### config.mk
export PLATFORM = sky130hd
export DESIGN_NAME = glyph_row_to_page_strip_rotate_flat
export DESIGN_NICKNAME = d
export VERILOG_FILES = /design/src/rtl/gpsr_pkg.sv /design/src/rtl/gpsr_req_if.sv /design/src/rtl/gpsr_res_if.sv /design/src/rtl/gpsr_ram.sv /design/src/rtl/gpsr_seq.sv /design/src/rtl/gpsr_dp.sv /design/src/rtl/glyph_row_to_page_strip_rotate.sv /design/src/flat_wrapper.sv
export SDC_FILE = /design/constraint.sdc
export NUM_CORES = 2
export LEC_CHECK = 0
export BUFFER_PORTS_ARGS = -buffer_cell sky130_fd_sc_hd__buf_2
export CORE_MARGIN = 4
export CORE_UTILIZATION = 50
export DETAILED_ROUTE_END_ITERATION = 10
export PLACE_DENSITY = 0.65
export SYNTH_ARGS = -nofsm -noshare
export SYNTH_HDL_FRONTEND = slang
export SYNTH_HIERARCHICAL = 1
export SYNTH_SLANG_ARGS = --single-unit
### constraint.sdc
create_clock -name clk -period 17.9 [get_ports clk]
set_clock_uncertainty 0.1 [all_clocks]
set_input_delay 0.895 -clock clk [delete_from_list [all_inputs] [get_ports clk]]
set_output_delay 0.895 -clock clk [all_outputs]
set_load 0.01 [all_outputs]
### src/rtl/gpsr_pkg.sv
`timescale 1ns / 1ps
// ----------------------------------------------------------------------------
// gpsr_pkg: shared types, constants and microcode for the page strip rotator
// Holds the configuration record, the control word of the sequencer and the
// read-only program that the sequencer steps through.
// ----------------------------------------------------------------------------
package gpsr_pkg;

  localparam int SRC_DEPTH = 256;
  localparam int SRC_AW    = 8;
  localparam int CFG_W     = 7;
  localparam int STEP_W    = 4;

  localparam logic [STEP_W-1:0] STEP_FETCH    = 4'd0;
  localparam logic [STEP_W-1:0] STEP_RD_FIRST = 4'd1;
  localparam logic [STEP_W-1:0] STEP_RD_LAST  = 4'd8;
  localparam logic [STEP_W-1:0] STEP_DRAIN    = 4'd9;
  localparam logic [STEP_W-1:0] STEP_EMIT     = 4'd10;

  typedef enum logic [1:0] {
    REG_GLYPH_ROWS  = 2'd0,
    REG_GLYPH_WIDTH = 2'd1,
    REG_TOP_PADDING = 2'd2,
    REG_BOTTOM_UP   = 2'd3
  } reg_idx_t;

  typedef enum logic {
    REQ_WRITE = 1'b0,
    REQ_READ  = 1'b1
  } req_kind_t;

  typedef enum logic [1:0] {
    JMP_NEXT    = 2'd0,
    JMP_ON_READ = 2'd1,
    JMP_ON_FREE = 2'd2
  } jmp_t;

  typedef struct packed {
    logic [5:0] glyph_rows;
    logic [6:0] glyph_width;
    logic [5:0] top_padding;
    logic       bottom_up;
  } cfg_t;

  typedef struct packed {
    logic              fetch;
    logic              rd;
    logic [2:0]        rd_row;
    logic              col;
    logic [2:0]        col_bit;
    logic              emit;
    jmp_t              jmp;
    logic [STEP_W-1:0] target;
  } ctrl_t;

  typedef struct packed {
    logic accept;
    logic is_read;
    logic out_free;
  } seq_stat_t;

  // Program: fetch, eight row reads (each collecting the previous row's
  // pixel), one drain step for the last pixel, then emit.
  function automatic ctrl_t ucode(input logic [STEP_W-1:0] s);
    ctrl_t w;
    w        = '0;
    w.jmp    = JMP_NEXT;
    w.target = STEP_FETCH;
    unique case (s) inside
      STEP_FETCH: begin
        w.fetch  = 1'b1;
        w.jmp    = JMP_ON_READ;
        w.target = STEP_RD_FIRST;
      end
      [STEP_RD_FIRST:STEP_RD_LAST]: begin
        w.rd      = 1'b1;
        w.rd_row  = 3'(s - STEP_RD_FIRST);
        w.col     = (s != STEP_RD_FIRST);
        w.col_bit = 3'(s - STEP_RD_FIRST - 4'd1);
      end
      STEP_DRAIN: begin
        w.col     = 1'b1;
        w.col_bit = 3'(STEP_RD_LAST - STEP_RD_FIRST);
      end
      STEP_EMIT: begin
        w.emit   = 1'b1;
        w.jmp    = JMP_ON_FREE;
        w.target = STEP_FETCH;
      end
      default: begin
        w.jmp    = JMP_ON_FREE;
        w.target = STEP_FETCH;
      end
    endcase
    return w;
  endfunction

endpackage

### src/rtl/gpsr_req_if.sv
`timescale 1ns / 1ps
// ----------------------------------------------------------------------------
// gpsr_req_if: request channel
// Valid/ready channel carrying one write or read request word.
// ----------------------------------------------------------------------------
interface gpsr_req_if;
  logic       valid;
  logic       ready;
  logic       req_type;
  logic [7:0] source_index;
  logic [7:0] source_byte;
  logic [3:0] out_page;
  logic [5:0] out_column;

  modport source (
    output valid, req_type, source_index, source_byte, out_page, out_column,
    input  ready
  );
  modport sink (
    input  valid, req_type, source_index, source_byte, out_page, out_column,
    output ready
  );
endinterface

### src/rtl/gpsr_res_if.sv
`timescale 1ns / 1ps
// ----------------------------------------------------------------------------
// gpsr_res_if: result channel
// Valid/ready channel carrying one strip byte with the page and column counts.
// ----------------------------------------------------------------------------
interface gpsr_res_if;
  logic       valid;
  logic       ready;
  logic [7:0] strip_byte;
  logic [3:0] page_count;
  logic [6:0] column_count;

  modport source (
    output valid, strip_byte, page_count, column_count,
    input  ready
  );
  modport sink (
    input  valid, strip_byte, page_count, column_count,
    output ready
  );
endinterface

### src/rtl/gpsr_ram.sv
`timescale 1ns / 1ps
// ----------------------------------------------------------------------------
// gpsr_ram: generic single-port RAM
// One access per cycle, write or read, with registered read data.
// ----------------------------------------------------------------------------
module gpsr_ram #(
  parameter int WIDTH = 8,
  parameter int DEPTH = 256
) (
  input  logic                     clk,
  input  logic                     en,
  input  logic                     we,
  input  logic [$clog2(DEPTH)-1:0] addr,
  input  logic [WIDTH-1:0]         wdata,
  output logic [WIDTH-1:0]         rdata
);

  logic [WIDTH-1:0] mem [DEPTH];

  always_ff @(posedge clk) begin
    if (en) begin
      if (we) begin
        mem[addr] <= wdata;
      end else begin
        rdata <= mem[addr];
      end
    end
  end

endmodule

### src/rtl/gpsr_seq.sv
`timescale 1ns / 1ps
// ----------------------------------------------------------------------------
// gpsr_seq: microcode sequencer
// Step counter over the read-only program, with conditional jumps on request
// acceptance and on a free output register.
// ----------------------------------------------------------------------------
module gpsr_seq (
  input  logic                clk,
  input  logic                rst,
  input  gpsr_pkg::seq_stat_t stat,
  output gpsr_pkg::ctrl_t     ctrl
);
  import gpsr_pkg::*;

  logic [STEP_W-1:0] step;
  logic [STEP_W-1:0] step_next;

  always_comb ctrl = ucode(step);

  always_comb begin
    unique case (ctrl.jmp)
      JMP_NEXT:    step_next = step + 4'd1;
      JMP_ON_READ: step_next = (stat.accept && stat.is_read) ? ctrl.target : step;
      JMP_ON_FREE: step_next = stat.out_free ? ctrl.target : step;
      default:     step_next = STEP_FETCH;
    endcase
  end

  always_ff @(posedge clk) begin
    if (rst) begin
      step <= STEP_FETCH;
    end else begin
      step <= step_next;
    end
  end

  a_read_starts: assert property (@(posedge clk) disable iff (rst)
    stat.accept && stat.is_read |=> step == STEP_RD_FIRST)
    else $error("read request did not start the row reads");

  a_write_stays: assert property (@(posedge clk) disable iff (rst)
    stat.accept && !stat.is_read |=> step == STEP_FETCH)
    else $error("write request left the fetch step");

  a_emit_holds: assert property (@(posedge clk) disable iff (rst)
    step == STEP_EMIT && !stat.out_free |=> step == STEP_EMIT)
    else $error("emit step left while output register busy");

  a_step_range: assert property (@(posedge clk) disable iff (rst)
    step <= STEP_EMIT)
    else $error("step counter outside program");

endmodule

### src/rtl/gpsr_dp.sv
`timescale 1ns / 1ps
// ----------------------------------------------------------------------------
// gpsr_dp: strip datapath
// Works out each row's store address, picks the column pixel from the read
// data, packs the strip byte and holds the result word.
// ----------------------------------------------------------------------------
module gpsr_dp #(
  parameter int MAX_ROWS      = 32,
  parameter int MAX_ROW_BYTES = 8
) (
  input  logic            clk,
  input  logic            rst,
  input  gpsr_pkg::cfg_t  cfg,
  input  gpsr_pkg::ctrl_t ctrl,
  input  logic            load,
  input  logic [3:0]      page_in,
  input  logic [5:0]      column_in,
  input  logic [7:0]      rd_data,
  output logic [7:0]      rd_addr,
  output logic            out_free,
  gpsr_res_if.source      res
);
  import gpsr_pkg::*;

  localparam logic [6:0] ROWS_LIM  = 7'(MAX_ROWS);
  localparam logic [7:0] WIDTH_LIM = 8'(MAX_ROW_BYTES * 8);

  logic [3:0]  page_q;
  logic [5:0]  col_q;
  logic [7:0]  strip;
  logic        hit_q;

  logic [6:0]  rows_eff;
  logic [6:0]  width_eff;
  logic [4:0]  row_bytes;
  logic [7:0]  width_pad;
  logic [7:0]  pad_sum;
  logic        col_ok;
  logic [6:0]  pos;
  logic [7:0]  diff;
  logic [6:0]  y;
  logic        hit;
  logic [11:0] prod;
  logic [11:0] addr_full;
  logic        pix;
  logic [2:0]  bit_pos;

  always_comb begin
    rows_eff  = ({1'b0, cfg.glyph_rows} > ROWS_LIM) ? ROWS_LIM : {1'b0, cfg.glyph_rows};
    width_eff = ({1'b0, cfg.glyph_width} > WIDTH_LIM) ? WIDTH_LIM[6:0] : cfg.glyph_width;
    // round width up to 16 pixels, two bytes per 16
    width_pad = {1'b0, width_eff} + 8'd15;
    row_bytes = {width_pad[7:4], 1'b0};
    pad_sum   = {2'b0, cfg.top_padding} + {1'b0, rows_eff} + 8'd7;
    col_ok    = {1'b0, col_q} < width_eff;

    pos       = {page_q, ctrl.rd_row};
    diff      = {1'b0, pos} - {2'b0, cfg.top_padding};
    y         = diff[6:0];
    hit       = col_ok && !diff[7] && (y < rows_eff);
    prod      = 12'(y) * 12'(row_bytes);
    addr_full = prod + 12'(col_q[5:3]);
    rd_addr   = addr_full[7:0];

    pix       = hit_q && rd_data[~col_q[2:0]];
    bit_pos   = cfg.bottom_up ? ctrl.col_bit : ~ctrl.col_bit;
    out_free  = !res.valid || res.ready;
  end

  always_ff @(posedge clk) begin
    if (load) begin
      page_q <= page_in;
      col_q  <= column_in;
    end
    if (ctrl.rd) begin
      hit_q <= hit;
    end
    if (load) begin
      strip <= '0;
    end else if (ctrl.col) begin
      strip[bit_pos] <= pix;
    end
    if (ctrl.emit && out_free) begin
      res.strip_byte   <= strip;
      res.page_count   <= pad_sum[6:3];
      res.column_count <= width_eff;
    end
  end

  always_ff @(posedge clk) begin
    if (rst) begin
      res.valid <= 1'b0;
    end else if (ctrl.emit && out_free) begin
      res.valid <= 1'b1;
    end else if (res.ready) begin
      res.valid <= 1'b0;
    end
  end

endmodule

### src/rtl/glyph_row_to_page_strip_rotate.sv
`timescale 1ns / 1ps
// ----------------------------------------------------------------------------
// glyph_row_to_page_strip_rotate: glyph row to display page strip rotator
// Loads a 1-bit row-major glyph and reads it back as vertical page bytes.
// ----------------------------------------------------------------------------
// A write request stores one source byte. A read request holds the block
// from the accepting step until its result word is loaded into the output
// register, which waits for that register to be free: the single-port source
// store is read once per pixel row of the strip (eight reads), with one step
// to accept, one to take the last read data and one to load the output
// register. The next request is taken as soon as the result word is loaded,
// even if it has not yet been taken. Writes and reads share the store port,
// so a read in progress holds off further requests. Configuration is written
// through cfg_wr_en, cfg_index and cfg_data; the user must write it only while
// idle; the block does not enforce this. There is no clearing pass after reset.
module glyph_row_to_page_strip_rotate #(
  parameter int MAX_ROWS      = 32,
  parameter int MAX_ROW_BYTES = 8
) (
  input  logic                  clk,
  input  logic                  rst,
  gpsr_req_if.sink              req,
  gpsr_res_if.source            res,
  input  logic                  cfg_wr_en,
  input  logic [1:0]            cfg_index,
  input  logic [gpsr_pkg::CFG_W-1:0] cfg_data
);
  import gpsr_pkg::*;

  cfg_t      cfg;
  ctrl_t     ctrl;
  seq_stat_t stat;
  logic      accept;
  logic      ram_en;
  logic      ram_we;
  logic [SRC_AW-1:0] ram_addr;
  logic [SRC_AW-1:0] rd_addr;
  logic [7:0] rd_data;
  logic       out_free;

  always_ff @(posedge clk) begin
    if (rst) begin
      cfg.glyph_rows  <= 6'd8;
      cfg.glyph_width <= 7'd8;
      cfg.top_padding <= 6'd0;
      cfg.bottom_up   <= 1'b0;
    end else if (cfg_wr_en) begin
      unique case (reg_idx_t'(cfg_index))
        REG_GLYPH_ROWS:  cfg.glyph_rows  <= cfg_data[5:0];
        REG_GLYPH_WIDTH: cfg.glyph_width <= cfg_data[6:0];
        REG_TOP_PADDING: cfg.top_padding <= cfg_data[5:0];
        REG_BOTTOM_UP:   cfg.bottom_up   <= cfg_data[0];
        default: ;
      endcase
    end
  end

  assign req.ready = ctrl.fetch;
  assign accept    = req.valid && req.ready;

  always_comb begin
    stat.accept   = accept;
    stat.is_read  = (req_kind_t'(req.req_type) == REQ_READ);
    stat.out_free = out_free;
    ram_we        = accept && !stat.is_read;
    ram_en        = ram_we || ctrl.rd;
    ram_addr      = ram_we ? req.source_index : rd_addr;
  end

  gpsr_seq u_seq (
    .clk  (clk),
    .rst  (rst),
    .stat (stat),
    .ctrl (ctrl)
  );

  gpsr_ram #(
    .WIDTH (8),
    .DEPTH (SRC_DEPTH)
  ) u_store (
    .clk   (clk),
    .en    (ram_en),
    .we    (ram_we),
    .addr  (ram_addr),
    .wdata (req.source_byte),
    .rdata (rd_data)
  );

  gpsr_dp #(
    .MAX_ROWS      (MAX_ROWS),
    .MAX_ROW_BYTES (MAX_ROW_BYTES)
  ) u_dp (
    .clk       (clk),
    .rst       (rst),
    .cfg       (cfg),
    .ctrl      (ctrl),
    .load      (accept && stat.is_read),
    .page_in   (req.out_page),
    .column_in (req.out_column),
    .rd_data   (rd_data),
    .rd_addr   (rd_addr),
    .out_free  (out_free),
    .res       (res)
  );

endmodule
### src/flat_wrapper.sv
// flat-port wrapper written by rule: the top's interface ports become plain ports
module glyph_row_to_page_strip_rotate_flat import gpsr_pkg::*;
#(
  parameter int MAX_ROWS      = 32,
  parameter int MAX_ROW_BYTES = 8
)
  (clk, rst, cfg_wr_en, cfg_index, cfg_data, req_valid, req_req_type, req_source_index, req_source_byte, req_out_page, req_out_column, req_ready, res_valid, res_strip_byte, res_page_count, res_column_count, res_ready);
  gpsr_req_if req_i ();
  gpsr_res_if res_i ();
  input  logic clk;
  input  logic rst;
  input  logic cfg_wr_en;
  input  logic [1:0] cfg_index;
  input  logic [gpsr_pkg::CFG_W-1:0] cfg_data;
  input wire logic [$bits(req_i.valid)-1:0] req_valid;
  input wire logic [$bits(req_i.req_type)-1:0] req_req_type;
  input wire logic [$bits(req_i.source_index)-1:0] req_source_index;
  input wire logic [$bits(req_i.source_byte)-1:0] req_source_byte;
  input wire logic [$bits(req_i.out_page)-1:0] req_out_page;
  input wire logic [$bits(req_i.out_column)-1:0] req_out_column;
  output wire logic [$bits(req_i.ready)-1:0] req_ready;
  output wire logic [$bits(res_i.valid)-1:0] res_valid;
  output wire logic [$bits(res_i.strip_byte)-1:0] res_strip_byte;
  output wire logic [$bits(res_i.page_count)-1:0] res_page_count;
  output wire logic [$bits(res_i.column_count)-1:0] res_column_count;
  input wire logic [$bits(res_i.ready)-1:0] res_ready;
  assign req_i.valid = req_valid;
  assign req_i.req_type = req_req_type;
  assign req_i.source_index = req_source_index;
  assign req_i.source_byte = req_source_byte;
  assign req_i.out_page = req_out_page;
  assign req_i.out_column = req_out_column;
  assign req_ready = req_i.ready;
  assign res_valid = res_i.valid;
  assign res_strip_byte = res_i.strip_byte;
  assign res_page_count = res_i.page_count;
  assign res_column_count = res_i.column_count;
  assign res_i.ready = res_ready;
  glyph_row_to_page_strip_rotate #(.MAX_ROWS(MAX_ROWS), .MAX_ROW_BYTES(MAX_ROW_BYTES)) u_core (.clk(clk), .rst(rst), .req(req_i), .res(res_i), .cfg_wr_en(cfg_wr_en), .cfg_index(cfg_index), .cfg_data(cfg_data));
endmodule
Yosys cells after proc, flatten, opt, wreduce, memory -nomap -nowiden
Memories as Yosys holds them, arrays and structs flattened. A register that Yosys moved wholly into a read port is not among the register bits.
Cells that the tools add are included.

storage, ports and cells
  bits in registers = 63
  memory bits (writable) = 2048
  input port bits = 41
  output and inout port bits = 21
  logic and storage cells = 92
  memories kept = 1

memory list
  name                words  width  read ports  clocked after memory_dff  wr ports  line            text
  u_core.u_store.mem  256    8      1           1                         1         gpsr_ram.sv:18  logic [WIDTH-1:0] mem [DEPTH];

operators by class
  add/subtract/negate cells = 8
  multiply operators = 1
  magnitude comparators = 9
  equality and inequality tests = 10
  multiplexer cells = 22
  bitwise gates (word level) = 3
  reduce and logical (&&, ||, !) cells = 25

operators by type and width
  operator             number
  $mux 4               3
  $pmux 4 s3           1
  $pmux 6 s2           1
  $reduce_and 2->1     6
  $logic_and 1x1->1    9
  $mux 1               9
  $add 7x4->8 const B  1
  $add 8x3->8          1
  $bwmux 8             1
  $eq 4x4->1 const B   2
  $lt 3x4->1 const B   2
  $mux 8               1
  $pmux 4 s2           1
  $sub 7x6->8          1
  $add 6x6->7          1
  $add 7x3->7 const B  1
  $gt 7x7->1 const B   1
  $lt 6x7->1           1
  $lt 7x6->1           1
  $mul 7x4->7          1
  $mux 7               1
  $eq 2x2->1 const B   3
  $gt 6x6->1 const B   1
  $mux 6               1
  19 further kinds     27

Logic depth before layout (Yosys ltp)
  depth in word-level cells = 10
  mapped depth = 31

By module
Netlist, hierarchy kept.

by module, submodules not included
  module                          times used  cells each  area each (µm²)
  gpsr_ram                        1           3526        78376.4
  gpsr_dp                         1           280         2812.7
  glyph_row_to_page_strip_rotate  1           93          965.9
  gpsr_seq                        1           67          504.2

Worst setup path after synthesis
OpenSTA, ideal clock, no wires.

  kind = register to register
  from = reg u_core.u_seq.step[0]
  to = mem u_core.u_store.mem[102][0] (enable)
  library setup time = 370 ps
  arrival = 6396 ps
  data required time = 17430 ps
  setup slack = 11034 ps
  cell stages (with the launch flop) = 30
  path buffers = 3
  period minus slack after synthesis = 6866 ps
  cells stage by stage = dfxtp_1 buf_2 inv_1 ha_1 nand3_2 o21ai_1 nor2_1 inv_1 ha_1 inv_1 fa_1 a21o_1 a21oi_1 xnor2_2 and2_1 fa_1 inv_1 fa_1 inv_1 ha_1 xor2_1 nor3b_1 xnor2_2 xnor3_1 mux2_2 nor2b_1 clkbuf_1 nand2_1 clkbuf_1 nor2_1

RTL lines
  what                    line            text
  from (decl)             gpsr_seq.sv:15  logic [STEP_W-1:0] step;
  from (signal assigned)  gpsr_seq.sv:33  step <= step_next;
  to (decl)               gpsr_ram.sv:18

==> flow_summary.ini <==
[run_status]
status = finished, final reports clean

[global_routing]
grt_max_degree = 152
grtUsageTotal_pct = 23.20
grt_first_pass_wirelength_um = 290800
grt_pass1_vias = 40320
antenna_found_initial = 4
grt_overflow = 0

[power_and_ir_drop]
total_power_uw = 15640
max-vdd-ir-drop_v = 0.0002971
powerDensity_mw_per_mm2 = 169.4
leakage_uw = 0.02847

[detailed_routing]
drtAntennaViolNets = 0
via_count = 40590
top_layer = met5
viasPerCell = 6.329
drc_errors = 0
first_pass_iters = 5
met2_wirelength_um = 94220
wl_met1_um = 80940
met3_length_um = 20030
first_iter_violations = 5601
wire_per_inst_um = 31.26
wirelength_um = 200500

[final_layout]
final_nets = 4151
multi_input_area_sq_mm = 0.01822
drive_above_1_share_pct = 23.63
fillers = 11870
final-seq-area_sq_mm = 0.06330
fin_cells = 6413
syn_to_final_growth_pct = 11.68
utilization_pct = 56.43

[clock_tree]
cts_setup_buffers = 0
cts_tree = done
clockBufferDepth = 3
cts_resized = 0
hold_buffers = 0
htree_levels = 4
cts.root.buffer_cell = clkbuf_16
path_clk_slew_ns = 0.06
cts.sinks = 2119
clkLatencyLatePin_ns = 0.80
cts_buffers = 200

[sta]
fin_crit_ns = 8.840
finalMaxSlewViolations = 0
slew_headroom_pct = 21.06
fin_ws_ns = 9.060
worstMarginPinSlew_ns = 1.180
hold_viol = 0
setup_viol = 0
tns_ns = 0
period_share_pct = 49.38
max_freq_ghz = 0.1131
rsz0062_at_grt = false

[floorplan]
core-area_sq_mm = 0.1635
pin_count = 62
fp.dieW_um = 414.5
initial_core_util_pct = 50.53
die_height_um = 414.5
row_count = 148
die_area_sq_mm = 0.1718

[critical_path]
cp.required_ns = 18.22
critical-path-top-delay-family = simple AND/OR/NAND/NOR gates
crit_fanout = 16
critPathArrivalTime_ns = 9.16
critPathCaptureType = register
max_stage_delay_ns = 0.94
worstSetupStartpointType = register
path_buf_inv = 3
critical_path_class = register to register
slowest_stage = nand3_1

[placed_design]
gp_congestion = 0.8587
hpwlAfterDp_um = 117200
io_buffers = 61
placedCellCount = 6035
preCtsSetupSlack_ns = 9.203

[logic_synthesis]
syn_inst = 3961
avgSynthCellArea_sq_um = 20.86
yosysWarnings = 6
syn_area_sq_mm = 0.08263

[run]
maxCapViolCount = 0

[hold_path]
min_path_type = primary input to register
final cells by class:
cell class | count | share of cell area (%)
antenna | 1 | 0.002712
clock inverter | 136 | 1.608
inverter | 40 | 0.1654
multi-input combinational | 1563 | 19.75
sequential | 2119 | 68.60
timing repair buffer | 138 | 1.085
clock buffer | 241 | 5.843
tap | 2175 | 2.949
metal layers:
metal  vias up  global-route usage [%]
li1      16700                       -
met1     21320                   34.30
met2      2247                   35.16
met3       323                   5.452
met4         4                   6.310
met5         -                       0
layout by cell type (no fill, tap or decap), types with 8 or more instances in the layout:
| cell type | count |
|---|---|
| clkbuf_1 | 29 |
| fa_1 | 9 |
| a22oi_1 | 257 |
| a21oi_1 | 150 |
| mux4_2 | 514 |
| o41ai_1 | 31 |
| clkbuf_16 | 210 |
| nand2_1 | 48 |
| nor2_1 | 283 |
| inv_1 | 39 |
| nand2b_1 | 40 |
| edfxtp_1 | 2086 |
| ha_1 | 39 |
| buf_4 | 74 |
| nor2b_1 | 13 |
| clkinvlp_4 | 9 |
| buf_2 | 53 |
| buf_8 | 8 |
| clkinv_2 | 40 |
| mux2i_1 | 23 |
| nand4_1 | 9 |
| xor2_1 | 9 |
| bufinv_16 | 30 |
| clkinv_1 | 44 |
| nand3_1 | 16 |
| o21ai_0 | 10 |
| dfxtp_1 | 33 |
| nand2_2 | 15 |
| nor3_1 | 11 |
registers in the layout, indices dropped and copies added (netlist names), 4 cells and up:
name and flops:
u_core/cfg 20, u_core/u_dp/page_q 4, u_core/u_dp/strip 8, u_core/u_store/mem 2048
u_core/u_dp/res.strip_byte 8, u_core/u_dp/res.column_count 7, u_core/u_dp/col_q 6, u_core/u_dp/res.page_count 4
u_core/u_seq/step 4, u_core/u_store/rdata 8
final timing paths:
kind,from,end,slack (ns),depth (start not counted)
max,u_core/u_seq/step[0],u_core/u_store/mem[51][5],9.06,27
min,req_out_column[1],u_core/u_dp/col_q[1],0.18,1
max reg2reg,u_core/u_seq/step[0],u_core/u_store/mem[51][5],9.06,27
min reg2reg,u_core/u_dp/strip[0],u_core/u_dp/res.strip_byte[0],0.33,0
power by group:
group / leakage, uW / internal [uW] / switching [uW]
registers: 0.0190 / 5540 / 21.7
logic: 0.00608 / 1840 / 3850
clock network: 0.00336 / 2580 / 1810
total: 0.0285 / 9960 / 5680
per-stage QoR:
stage	area (sq um)	hold WS (ns)
finish	92270	0.1759
CTS	92270	0.1167
detailed placement	85400	0.3220
global placement	85390	0.3139
global route	92270	0.1361
floorplan	82630	0.3081
No activity file was read; power rests on OpenSTA's default activity.
